<file path="src/sv/nlp_pkg.sv">
// types and constants shared by the integer literal parser modules
// no dependencies
`default_nettype none

package nlp_pkg;

  // radix codes, as held in the default radix register and the prefix letters
  typedef enum logic [1:0] {
    RADIX_BIN = 2'd0,
    RADIX_OCT = 2'd1,
    RADIX_DEC = 2'd2,
    RADIX_HEX = 2'd3
  } radix_e;

  localparam radix_e RADIX_RESET = RADIX_DEC;

  // parse position inside one literal
  typedef enum logic [1:0] {
    PH_PREFIX = 2'd0,
    PH_HASH   = 2'd1,
    PH_DIGITS = 2'd2
  } phase_e;

  localparam int unsigned CHAR_W = 21;

  // character codes
  localparam logic [CHAR_W-1:0] CH_HASH  = 21'h23;
  localparam logic [CHAR_W-1:0] CH_PLUS  = 21'h2b;
  localparam logic [CHAR_W-1:0] CH_MINUS = 21'h2d;
  localparam logic [CHAR_W-1:0] CH_0     = 21'h30;
  localparam logic [CHAR_W-1:0] CH_9     = 21'h39;
  localparam logic [CHAR_W-1:0] CH_UP_A  = 21'h41;
  localparam logic [CHAR_W-1:0] CH_UP_Z  = 21'h5a;
  localparam logic [CHAR_W-1:0] CH_LO_A  = 21'h61;
  localparam logic [CHAR_W-1:0] CH_LO_F  = 21'h66;
  localparam logic [CHAR_W-1:0] CH_LO_B  = 21'h62;
  localparam logic [CHAR_W-1:0] CH_LO_O  = 21'h6f;
  localparam logic [CHAR_W-1:0] CH_LO_D  = 21'h64;
  localparam logic [CHAR_W-1:0] CH_LO_X  = 21'h78;
  localparam logic [CHAR_W-1:0] CH_LO_E  = 21'h65;
  localparam logic [CHAR_W-1:0] CH_CASE  = 21'h20;
  localparam logic [CHAR_W-1:0] CH_TEN   = 21'd10;

  // classified character, carried from the front to the back
  typedef struct packed {
    logic   last;
    logic   hash;
    logic   sign;
    logic   minus;
    logic   dig_vld;
    logic [3:0] dig;
    logic   pfx_e;
    logic   pfx_rad_vld;
    radix_e pfx_rad;
  } tok_t;

  // queue depth, a power of two
  localparam int unsigned QDEPTH = 2;
  localparam int unsigned QPTR_W = $clog2(QDEPTH);
  localparam int unsigned QCNT_W = $clog2(QDEPTH + 1);

  typedef struct packed {
    logic full;
    logic empty;
  } q_stat_t;

endpackage

`default_nettype wire

</file>
<file path="src/sv/nlp_front.sv">
// front end: classifies one character into a token
// depends on nlp_pkg
`default_nettype none

module nlp_front (
  input  logic [nlp_pkg::CHAR_W-1:0] char_code_i,
  input  logic                       is_last_i,
  output nlp_pkg::tok_t              tok_o
);

  logic [nlp_pkg::CHAR_W-1:0] lc;

  always_comb begin
    // fold upper-case ascii letters onto lower case
    if (char_code_i >= nlp_pkg::CH_UP_A && char_code_i <= nlp_pkg::CH_UP_Z) begin
      lc = char_code_i | nlp_pkg::CH_CASE;
    end else begin
      lc = char_code_i;
    end

    tok_o         = '0;
    tok_o.last    = is_last_i;
    tok_o.hash    = (char_code_i == nlp_pkg::CH_HASH);
    tok_o.sign    = (char_code_i == nlp_pkg::CH_PLUS) || (char_code_i == nlp_pkg::CH_MINUS);
    tok_o.minus   = (char_code_i == nlp_pkg::CH_MINUS);
    tok_o.pfx_e   = (lc == nlp_pkg::CH_LO_E);
    tok_o.pfx_rad = nlp_pkg::RADIX_BIN;

    if (char_code_i >= nlp_pkg::CH_0 && char_code_i <= nlp_pkg::CH_9) begin
      tok_o.dig_vld = 1'b1;
      tok_o.dig     = 4'(char_code_i - nlp_pkg::CH_0);
    end else if (lc >= nlp_pkg::CH_LO_A && lc <= nlp_pkg::CH_LO_F) begin
      tok_o.dig_vld = 1'b1;
      tok_o.dig     = 4'(lc - nlp_pkg::CH_LO_A + nlp_pkg::CH_TEN);
    end

    priority if (lc == nlp_pkg::CH_LO_B) begin
      tok_o.pfx_rad_vld = 1'b1;
      tok_o.pfx_rad     = nlp_pkg::RADIX_BIN;
    end else if (lc == nlp_pkg::CH_LO_O) begin
      tok_o.pfx_rad_vld = 1'b1;
      tok_o.pfx_rad     = nlp_pkg::RADIX_OCT;
    end else if (lc == nlp_pkg::CH_LO_D) begin
      tok_o.pfx_rad_vld = 1'b1;
      tok_o.pfx_rad     = nlp_pkg::RADIX_DEC;
    end else if (lc == nlp_pkg::CH_LO_X) begin
      tok_o.pfx_rad_vld = 1'b1;
      tok_o.pfx_rad     = nlp_pkg::RADIX_HEX;
    end else begin
      tok_o.pfx_rad_vld = 1'b0;
    end
  end

endmodule

`default_nettype wire

</file>
<file path="src/sv/nlp_fifo.sv">
// token queue between the front and the back
// depends on nlp_pkg
`default_nettype none

module nlp_fifo (
  input  logic              clk_i,
  input  logic              rst_ni,
  input  logic              push_i,
  input  nlp_pkg::tok_t     tok_i,
  input  logic              pop_i,
  output nlp_pkg::tok_t     tok_o,
  output nlp_pkg::q_stat_t  stat_o
);

  nlp_pkg::tok_t                   mem_q [nlp_pkg::QDEPTH];
  logic [nlp_pkg::QPTR_W-1:0]      wptr_q, wptr_d;
  logic [nlp_pkg::QPTR_W-1:0]      rptr_q, rptr_d;
  logic [nlp_pkg::QCNT_W-1:0]      cnt_q, cnt_d;

  always_comb begin
    stat_o.full  = (cnt_q == nlp_pkg::QCNT_W'(nlp_pkg::QDEPTH));
    stat_o.empty = (cnt_q == '0);
    tok_o        = mem_q[rptr_q];
    // pointers wrap on their own since the depth is a power of two
    wptr_d = push_i ? wptr_q + 1'b1 : wptr_q;
    rptr_d = pop_i  ? rptr_q + 1'b1 : rptr_q;
    cnt_d  = cnt_q;
    if (push_i && !pop_i) begin
      cnt_d = cnt_q + 1'b1;
    end else if (pop_i && !push_i) begin
      cnt_d = cnt_q - 1'b1;
    end
  end

  always_ff @(posedge clk_i or negedge rst_ni) begin
    if (!rst_ni) begin
      wptr_q <= '0;
      rptr_q <= '0;
      cnt_q  <= '0;
    end else begin
      wptr_q <= wptr_d;
      rptr_q <= rptr_d;
      cnt_q  <= cnt_d;
    end
  end

  always_ff @(posedge clk_i) begin
    if (push_i) begin
      mem_q[wptr_q] <= tok_i;
    end
  end

endmodule

`default_nettype wire

</file>
<file path="src/sv/nlp_back.sv">
// back end: prefix/sign/digit state machine, accumulator and result register
// depends on nlp_pkg
`default_nettype none

module nlp_back #(
  parameter int unsigned VALUE_BITS = 64
) (
  input  logic                 clk_i,
  input  logic                 rst_ni,
  input  nlp_pkg::radix_e      default_radix_i,
  input  logic                 tok_valid_i,
  input  nlp_pkg::tok_t        tok_i,
  output logic                 tok_pop_o,
  output logic                 out_valid_o,
  input  logic                 out_ready_i,
  output logic signed [63:0]   value_o,
  output logic                 bad_literal_o
);

  nlp_pkg::phase_e         phase_q, phase_d;
  nlp_pkg::radix_e         radix_q, radix_d;
  logic                    radix_seen_q, radix_seen_d;
  logic                    exact_q, exact_d;
  logic                    neg_q, neg_d;
  logic                    err_q, err_d;
  logic [VALUE_BITS-1:0]   acc_q, acc_d;
  logic                    out_vld_q, out_vld_d;
  logic signed [63:0]      value_q, value_d;
  logic                    bad_q, bad_d;

  nlp_pkg::phase_e         phase_n;
  logic                    err_n;
  logic                    err_f;
  logic [VALUE_BITS-1:0]   acc_n;
  nlp_pkg::radix_e         code;
  logic [VALUE_BITS-1:0]   scaled;
  logic [VALUE_BITS-1:0]   acc_step;
  logic                    dig_ok;

  // digit step: acc = radix*acc +/- digit, the sign being known before any digit
  always_comb begin
    code = radix_seen_q ? radix_q : default_radix_i;
    unique case (code)
      nlp_pkg::RADIX_BIN: begin
        scaled = acc_q << 1;
        dig_ok = tok_i.dig_vld && (tok_i.dig < 4'd2);
      end
      nlp_pkg::RADIX_OCT: begin
        scaled = acc_q << 3;
        dig_ok = tok_i.dig_vld && (tok_i.dig < 4'd8);
      end
      nlp_pkg::RADIX_DEC: begin
        scaled = (acc_q << 3) + (acc_q << 1);
        dig_ok = tok_i.dig_vld && (tok_i.dig < 4'd10);
      end
      nlp_pkg::RADIX_HEX: begin
        scaled = acc_q << 4;
        dig_ok = tok_i.dig_vld;
      end
      default: begin
        scaled = acc_q;
        dig_ok = 1'b0;
      end
    endcase
    acc_step = neg_q ? scaled - VALUE_BITS'(tok_i.dig) : scaled + VALUE_BITS'(tok_i.dig);
  end

  always_comb begin
    phase_d      = phase_q;
    radix_d      = radix_q;
    radix_seen_d = radix_seen_q;
    exact_d      = exact_q;
    neg_d        = neg_q;
    err_d        = err_q;
    acc_d        = acc_q;
    out_vld_d    = out_vld_q && !out_ready_i;
    value_d      = value_q;
    bad_d        = bad_q;
    phase_n      = phase_q;
    err_n        = err_q;
    acc_n        = acc_q;
    err_f        = err_q;

    tok_pop_o = tok_valid_i && (!tok_i.last || !out_vld_q || out_ready_i);

    if (tok_pop_o) begin
      if (!err_q) begin
        unique case (phase_q)
          nlp_pkg::PH_HASH: begin
            phase_n = nlp_pkg::PH_PREFIX;
            if (tok_i.pfx_e) begin
              err_n   = exact_q;
              exact_d = 1'b1;
            end else if (tok_i.pfx_rad_vld && !radix_seen_q) begin
              radix_d      = tok_i.pfx_rad;
              radix_seen_d = 1'b1;
            end else begin
              err_n = 1'b1;
            end
          end
          nlp_pkg::PH_PREFIX: begin
            if (tok_i.hash) begin
              phase_n = nlp_pkg::PH_HASH;
            end else if (tok_i.sign) begin
              neg_d   = tok_i.minus;
              phase_n = nlp_pkg::PH_DIGITS;
            end else if (dig_ok) begin
              acc_n   = acc_step;
              phase_n = nlp_pkg::PH_DIGITS;
            end else begin
              err_n = 1'b1;
            end
          end
          nlp_pkg::PH_DIGITS: begin
            if (dig_ok) begin
              acc_n = acc_step;
            end else begin
              err_n = 1'b1;
            end
          end
          default: begin
            err_n = 1'b1;
          end
        endcase
      end

      phase_d = phase_n;
      err_d   = err_n;
      acc_d   = acc_n;

      if (tok_i.last) begin
        // a dangling hash is malformed
        err_f        = err_n || (phase_n == nlp_pkg::PH_HASH);
        out_vld_d    = 1'b1;
        bad_d        = err_f;
        value_d      = err_f ? '0 : 64'(signed'(acc_n));
        phase_d      = nlp_pkg::PH_PREFIX;
        radix_d      = default_radix_i;
        radix_seen_d = 1'b0;
        exact_d      = 1'b0;
        neg_d        = 1'b0;
        err_d        = 1'b0;
        acc_d        = '0;
      end
    end
  end

  always_ff @(posedge clk_i or negedge rst_ni) begin
    if (!rst_ni) begin
      phase_q      <= nlp_pkg::PH_PREFIX;
      radix_q      <= nlp_pkg::RADIX_RESET;
      radix_seen_q <= 1'b0;
      exact_q      <= 1'b0;
      neg_q        <= 1'b0;
      err_q        <= 1'b0;
      acc_q        <= '0;
      out_vld_q    <= 1'b0;
    end else begin
      phase_q      <= phase_d;
      radix_q      <= radix_d;
      radix_seen_q <= radix_seen_d;
      exact_q      <= exact_d;
      neg_q        <= neg_d;
      err_q        <= err_d;
      acc_q        <= acc_d;
      out_vld_q    <= out_vld_d;
    end
  end

  always_ff @(posedge clk_i) begin
    value_q <= value_d;
    bad_q   <= bad_d;
  end

  assign out_valid_o   = out_vld_q;
  assign value_o       = value_q;
  assign bad_literal_o = bad_q;

endmodule

`default_nettype wire

</file>
<file path="src/sv/number_literal_parser.sv">
// number_literal_parser: integer literal parser, one character per transaction
// uses nlp_pkg, nlp_front, nlp_fifo and nlp_back
//
// input channel: in_valid_i/in_ready_o carry one code point (char_code_i) and
//   is_last_i, which marks the final character of a literal
// output channel: out_valid_o/out_ready_i carry one result per literal, the
//   signed value (value_o, sign-extended from VALUE_BITS) and bad_literal_o;
//   value_o is zero whenever bad_literal_o is set
// config: cfg_we_i writes cfg_wdata_i into the default radix register
//   (0=binary, 1=octal, 2=decimal, 3=hexadecimal); write it only while idle
// throughput: one character per cycle, set by the single-cycle shift-add
//   accumulate in the back end
// latency: a result appears one cycle after its last character is accepted
//   (the token waits one cycle in the queue, then the back end registers it)
// stall: while out_ready_i is low, characters that are not last keep draining
//   into the parser state; a last character waits at the head of the queue,
//   the two-entry queue then fills and in_ready_o drops
// reset: default radix back to decimal, queue emptied, parser at the start
//   of a literal, no result pending
`default_nettype none

module number_literal_parser #(
  parameter int unsigned VALUE_BITS = 64
) (
  input  logic                clk_i,
  input  logic                rst_ni,
  input  logic                in_valid_i,
  output logic                in_ready_o,
  input  logic [20:0]         char_code_i,
  input  logic                is_last_i,
  output logic                out_valid_o,
  input  logic                out_ready_i,
  output logic signed [63:0]  value_o,
  output logic                bad_literal_o,
  input  logic                cfg_we_i,
  input  logic [1:0]          cfg_wdata_i
);

  // default radix register
  nlp_pkg::radix_e  default_radix_q, default_radix_d;

  // front to queue
  nlp_pkg::tok_t    front_tok;
  logic             push;

  // queue to back
  nlp_pkg::tok_t    q_tok;
  nlp_pkg::q_stat_t q_stat;
  logic             pop;

  assign default_radix_d = cfg_we_i ? nlp_pkg::radix_e'(cfg_wdata_i) : default_radix_q;

  always_ff @(posedge clk_i or negedge rst_ni) begin
    if (!rst_ni) begin
      default_radix_q <= nlp_pkg::RADIX_RESET;
    end else begin
      default_radix_q <= default_radix_d;
    end
  end

  // accept whenever the queue has room
  assign in_ready_o = !q_stat.full;
  assign push       = in_valid_i && in_ready_o;

  nlp_front u_front (
    .char_code_i (char_code_i),
    .is_last_i   (is_last_i),
    .tok_o       (front_tok)
  );

  nlp_fifo u_fifo (
    .clk_i  (clk_i),
    .rst_ni (rst_ni),
    .push_i (push),
    .tok_i  (front_tok),
    .pop_i  (pop),
    .tok_o  (q_tok),
    .stat_o (q_stat)
  );

  nlp_back #(
    .VALUE_BITS (VALUE_BITS)
  ) u_back (
    .clk_i           (clk_i),
    .rst_ni          (rst_ni),
    .default_radix_i (default_radix_q),
    .tok_valid_i     (!q_stat.empty),
    .tok_i           (q_tok),
    .tok_pop_o       (pop),
    .out_valid_o     (out_valid_o),
    .out_ready_i     (out_ready_i),
    .value_o         (value_o),
    .bad_literal_o   (bad_literal_o)
  );

  // a malformed literal always reports zero
  assert property (@(posedge clk_i) disable iff (!rst_ni)
    out_valid_o && bad_literal_o |-> value_o == 64'sd0)
    else $error("bad literal with nonzero value");

  // the queue cannot be full and empty at once
  assert property (@(posedge clk_i) disable iff (!rst_ni)
    !(q_stat.full && q_stat.empty))
    else $error("queue status inconsistent");

  // a new result needs a token in the queue the cycle before
  assert property (@(posedge clk_i) disable iff (!rst_ni)
    $rose(out_valid_o) |-> $past(!q_stat.empty))
    else $error("result without a queued token");

  // a pop never happens from an empty queue
  assert property (@(posedge clk_i) disable iff (!rst_ni)
    pop |-> !q_stat.empty)
    else $error("pop from empty queue");

endmodule

`default_nettype wire

</file>
<file path="config.mk">
export PLATFORM = sky130hd
export DESIGN_NAME = number_literal_parser
export DESIGN_NICKNAME = d
export VERILOG_FILES = /design/src/sv/nlp_pkg.sv /design/src/sv/nlp_front.sv /design/src/sv/nlp_fifo.sv /design/src/sv/nlp_back.sv /design/src/sv/number_literal_parser.sv
export SDC_FILE = /design/constraint.sdc
export NUM_CORES = 1
export LEC_CHECK = 0
export BUFFER_PORTS_ARGS = -buffer_cell sky130_fd_sc_hd__buf_2
export CORE_UTILIZATION = 45
export DETAILED_ROUTE_END_ITERATION = 10
export GPL_TIMING_DRIVEN = 1
export PLACE_DENSITY = 0.62
export SLEW_MARGIN = 40
export SYNTH_ARGS = -nofsm -noshare
export SYNTH_HDL_FRONTEND = slang
export SYNTH_HIERARCHICAL = 1
export SYNTH_SLANG_ARGS = --single-unit
</file>
<file path="constraint.sdc">
create_clock -name clk_i -period 7.4 [get_ports clk_i]
set_input_delay 0 -clock clk_i [delete_from_list [all_inputs] [get_ports clk_i]]
set_output_delay 0 -clock clk_i [all_outputs]
set_load 0.01 [all_outputs]
</file>
==> results of run 1 <==
worst max-delay path, cell delays in order (launching register included):
cell and delay, ns:
dfrtp_1 0.48, ha_1 0.53, and4_4 0.32, nand3_2 0.10, nor4_1 0.34, a211oi_2 0.12, buf_4 0.19, o41ai_2 0.52
a31o_2 0.25, a31oi_1 0.20, o31a_1 0.38, mux2_1 0.31, nand3_1 0.13, ha_1 0.31, a21oi_1 0.18, o21ai_0 0.24
o31ai_1 0.30, a21oi_1 0.09, nor3_1 0.48, o21a_1 0.24, a41oi_1 0.15, xnor3_1 0.38, nand2_1 0.12, a211oi_1 0.08
cells in the final DEF, fill, tap and decap left out, drive strengths merged, types with 42 or more instances in the layout:
master and count:
ha 133, nand3 45, xnor2 66, buf 121, nor2 155, a21oi 257, nand2 213, a21o 70
xor2 42, inv 93, edfxtp 91, dfrtp 77, o21ai 140
power by group through the flow:
stage | clock network (W) | registers [W] | logic [W]
2_1_floorplan | 0 | 0.00172 | 0.00341
3_3_place_gp | 0 | 0.00172 | 0.00498
3_5_place_dp | 0 | 0.00173 | 0.00500
4_1_cts | 0.000915 | 0.00172 | 0.00503
5_1_grt | 0.000941 | 0.00176 | 0.00555
6_report | 0.000895 | 0.00172 | 0.00514
final cells by class:
class	instances	area, um2
Clock buffer	18	429
Clock inverter	14	128
Fill cell	3584	18300
Inverter	85	323
Multi-Input combinational cell	1673	11200
Sequential cell	170	4710
Tap cell	468	586
Timing Repair Buffer	134	803
state kept, by name, indices dropped and copies added, names as in the netlist:
signal and count:
u_back/out_valid_o 1, u_back/phase_q 2, u_back/bad_literal_o 1, u_back/radix_seen_q 1
u_back/err_q 1, u_fifo/cnt_q 2, u_fifo/mem_q 26, u_fifo/wptr_q 1
u_back/radix_q 2, u_back/acc_q 64, default_radix_q 2, u_back/value_o 64
u_back/neg_q 1, u_back/exact_q 1, u_fifo/rptr_q 1
repair_timing:
action,in CTS,in global routing
hold endpoints to repair,53,0
hold buffers,13,0
buffers inserted,0,0
endpoints found under the setup margin,0,0
per-layer routing:
layer / GRT usage (%) / vias up / part of all wire [%]
met3: 4.08 / 76 / 6.8
li1: - / 7816 / -
met4: 8.88 / 0 / 2.4
met1: 44.3 / 8045 / 46
met2: 49.0 / 642 / 45
met5: 0 / - / 0
final timing paths:
kind	endpoint	start	cells past startpoint	slack [ns]
hold reg to reg	u_fifo/cnt_q[1]	u_fifo/cnt_q[1]	1	0.50
max in group asynchronous	u_back/acc_q[18]	rst_ni	3	6.24
setup reg to reg	u_back/value_o[63]	u_back/acc_q[20]	23	0.69
hold / removal	u_fifo/mem_q[1][6]	char_code_i[2]	2	0.03
min in group asynchronous	u_back/acc_q[54]	rst_ni	2	0.04
setup / recovery	u_back/value_o[63]	u_back/acc_q[20]	23	0.69
logic make-up after synthesis:
| group | count (synthesis) | synth area share, % |
|---|---|---|
| compound gates | 805 | 32.0 |
| flops | 170 | 28.2 |
| fa+ha+maj | 135 | 10.2 |
| mux | 38 | 2.41 |
| buf+inv | 203 | 4.69 |
| xor+xnor | 109 | 5.80 |
| simple gates | 586 | 16.6 |
through the flow:
step,instances,area (um2)
2_1_floorplan,2046,16700
3_3_place_gp,2517,17500
3_5_place_dp,2517,17500
4_1_cts,2562,18200
5_1_grt,2562,18200
6_report,2562,18200
==> results.toml, run 1 <==
[worst_setup_path]
critical_path_arrival_ns = 6.89
crit_fanout = 9
cp-end-kind = "flip-flop"
start_kind = "flip-flop"
worst-setup-path-type = "reg2reg"
worst_ep_required_time_ns = 7.58

[grt]
grt_first_pass_wirelength_mm = 92.0
track_usage_pct = 31.1
antenna_found_initial = 0
grt_max_degree = 74
grt_pass1_vias = 15700
grt.overflow.total = 0

[sta]
timing.final.crit_share_pct = 90.7
hold_ws_ns = 0.0334
finClkSkew_ns = 0.0198
final-hold-violation-count = 0
period_minus_slack_ns = 6.71
setup_slack_ns = 0.690
worstMarginPinSlew_ns = 0.860
slew_headroom_pct = 42.7
finalSetupViolCount = 0
tns_ns = 0
slew_viol_final = 0
max_freq_ghz = 0.149
rsz0062_at_grt = "no"

[power_and_ir_drop]
ir_drop_v = 0.000243
p_total_w = 0.00775
power.density_nw_per_um2 = 425
power.leakage_nw = 7.77
switching_power_w = 0.00424
swShare_pct = 54.7
p_comb_share_pct = 66.2
p_clk_share_pct = 11.5
p_int_w = 0.00351
p_seq_share_pct = 22.2

[placement]
gp_congestion = 0.963
io_buffers = 95
dp_slack_ns = 0.764
dp_hpwl_mm = 42.2

[final_layout]
utilization_pct = 49.9
layout-drive-gt1-share_pct = 10.6
n_antenna_cell = 0
areaGrowthSynthToFinish_pct = 9.16
finish.net_count = 2245

[outcome]
status = "finished, final reports clean"

[synthesis]
yosys.area.top_type_share_pct = 16.4
synthTopCellsByCount = "a21oi_1 (256), nand2_1 (213), nor2_1 (153)"
synth_top_area_cell = "edfxtp_1"
synth_edf_count = 91
ys_ff_latch = 170
syn_inst = 2046
synth.most_common_cell = "a21oi_1"
synth_nets = 2210
yosysUniqueCellTypes = 105
synth.avg_cell_area_um2 = 8.16
synth-warning-count = 6
synthArstFlopShare_pct = 46.5
seq_area_frac_synth_pct = 28.2
syn_area_um2 = 16700
synth-main-ff-cell = "edfxtp_1"
ys_top_cells_by_area = "edfxtp_1 (16%), dfrtp_1 (12%), ha_1 (10%)"

[drt]
wirelength_mm = 58.9
vias = 16600
drt_iter0_drc = 1719
drtAntennaViolNets = 0
drc = 0
avgViaCountPerCell = 6.47
firstDrtPassIters = 6
wl_per_cell_um = 23.0

[clock_tree]
clk_pin_slew_ns = 0.08
cts_tree = "built"
cts_buffers = 17
cts_resized = 0
root_buffer = "clkbuf_16"
clk_latency_ns = 0.47
cts.sinks = 170
clock_path_buffers = 2
htree_levels = 4

[job]
cap_violations = 0

[floorplan]
dieArea_um2 = 37900
start_util_pct = 45.7
die_x_um = 195
core_um2 = 36500
io_pins = 96
num_rows = 70
die_h_um = 195

[worst_hold_path]
holdCritPathClass = "in2reg"
Note: power is estimated with default switching activity, not from simulation.
==> run 2: changes to the inputs <==
PLACE_DENSITY = unset   (was 0.62)
==> run 2 against run 1 <==
  * Setup slack worse by 0.028 ns
  * Count of clock-buffer cells in the layout shrank 1
  * First-iteration DRC count decreased by 3.8%
  * Combinational power up 0.8%
  * Critical endpoint unchanged
==> results.toml, run 2 (synthesis gave the netlist of run 1 again) <==
[clock_tree]
clk_pin_slew_ns = 0.08
clk_latency_ns = 0.47
cts_buffers = 17
cts.sinks = 170
cts_hold_buf = 12
cts_resized = 0
cts_tree = "built"
htree_levels = 4
root_buffer = "clkbuf_16"
postCtsSetupRepairBufs = 0
clock_path_buffers = 2

[floorplan]
dieArea_um2 = 37900
die_h_um = 195
num_rows = 70
core_um2 = 36500
die_x_um = 195
io_pins = 96
start_util_pct = 45.7

[drt]
drt_iter0_drc = 1654
drc = 0
wl_per_cell_um = 23.1
vias = 16600
firstDrtPassIters = 9
drtAntennaViolNets = 0
avgViaCountPerCell = 6.46
wirelength_mm = 59.3

[outcome]
status = "finished, final reports clean"

[sta]
rsz0062_at_grt = "no"
final-hold-violation-count = 0
timing.final.crit_share_pct = 91.1
slew_viol_final = 0
finClkSkew_ns = 0.0120
setup_slack_ns = 0.662
period_minus_slack_ns = 6.74
max_freq_ghz = 0.148
slew_headroom_pct = 45.2
worstMarginPinSlew_ns = 0.822
finalSetupViolCount = 0
tns_ns = 0

[grt]
grt_pass1_vias = 15500
grt_first_pass_wirelength_mm = 91.0
grt_max_degree = 74
grt.overflow.total = 0
antenna_found_initial = 0
track_usage_pct = 31.1

[worst_setup_path]
cp-end-kind = "flip-flop"
path_delay_family = "compound AO/OA/AOI/OAI gates"
critical_path_arrival_ns = 6.93
cp_slowest_cell = "nor3_1"
worst-setup-path-type = "reg2reg"
r2r_slack_ns = 0.66
crit_fanout = 9
start_kind = "flip-flop"
path_cells = "ha_1 > and4_4 > nand3_2 > a211o_1 > a21oi_2 > a211oi_2 > buf_4 > o41ai_2 > a31o_2 > a31oi_1 > o31a_1 > mux2_1 > nand3_1 > ha_1 > a21oi_1 > o21ai_0 > o31ai_1 > a21oi_1 > nor3_1 > o21a_1 > a41oi_1 > xnor3_1 > nand2_1 > a211oi_1"
slowest_delay_ns = 0.56
worst_ep_required_time_ns = 7.59
crit_buf_inv = 1

[final_layout]
n_antenna_cell = 0
areaGrowthSynthToFinish_pct = 9.75
final_cell_mix = "a21oi_1 (256), nand2_1 (211), nor2_1 (151), ha_1 (129), o21ai_0 (118)"
design_area_um2 = 18300
finish.net_count = 2250
layout-drive-gt1-share_pct = 11.0
layout_commonest_cell = "a21oi_1"
utilization_pct = 50.2

[power_and_ir_drop]
ir_drop_v = 0.000283
power.leakage_nw = 7.82
p_total_w = 0.00783
power.density_nw_per_um2 = 428

[placement]
dp_hpwl_mm = 42.5
place_area_um2 = 17600
io_buffers = 95
dp_slack_ns = 0.802
gp_congestion = 0.959

[worst_hold_path]
holdCritPathClass = "in2reg"

[job]
cap_violations = 0
[run 2: power breakdown]
part	switching [W]	total [W]	internal (W)
clock	0.000456	0.000939	0.000482
sequential	0.000318	0.00172	0.00140
combinational	0.00349	0.00518	0.00169
[run 2: layer usage]
layer	global-route usage, %	up-vias	routed length, um
met3	4.34	106	3980
met1	43.6	7985	27100
li1	-	7814	-
met2	48.2	672	26300
met5	0	-	0
met4	12.0	0	1960
[run 2: per-stage QoR]
stage          hold WS (ns)  instances
3_3_place_gp        -0.0209       2523
4_1_cts             0.00816       2567
5_1_grt              0.0489       2567
3_5_place_dp        -0.0166       2523
6_report             0.0199       2567
2_1_floorplan        -0.296       2046
[run 2: worst paths after layout]
check                                 start                  to  depth (start not counted)
max                        u_back/acc_q[20]  u_back/value_o[63]                         24
min                          char_code_i[0]  u_fifo/mem_q[0][4]                          3
max reg2reg                u_back/acc_q[20]  u_back/value_o[63]                         24
min reg2reg                 u_fifo/cnt_q[1]     u_fifo/cnt_q[1]                          1
max in group asynchronous            rst_ni    u_back/acc_q[17]                          3
min in group asynchronous            rst_ni    u_back/acc_q[56]                          2
[run 2: layout make-up]
cell class                      count  area (um2)
Sequential cell                   170        4710
Clock inverter                     15         173
Multi-Input combinational cell   1673       11300
Fill cell                        3587       18200
Timing Repair Buffer              139         855
Tap cell                          468         586
Clock buffer                       17         425
Inverter                           85         320
[run 2: worst reg2reg max path, stage by stage (launching register included)]
cell	delay, ns
dfrtp_1	0.49
ha_1	0.52
and4_4	0.32
nand3_2	0.10
a211o_1	0.30
a21oi_2	0.11
a211oi_2	0.05
buf_4	0.19
o41ai_2	0.55
a31o_2	0.26
a31oi_1	0.18
o31a_1	0.38
mux2_1	0.31
nand3_1	0.12
ha_1	0.30
a21oi_1	0.20
o21ai_0	0.23
o31ai_1	0.29
a21oi_1	0.07
nor3_1	0.56
o21a_1	0.26
a41oi_1	0.14
xnor3_1	0.36
nand2_1	0.10
a211oi_1	0.08
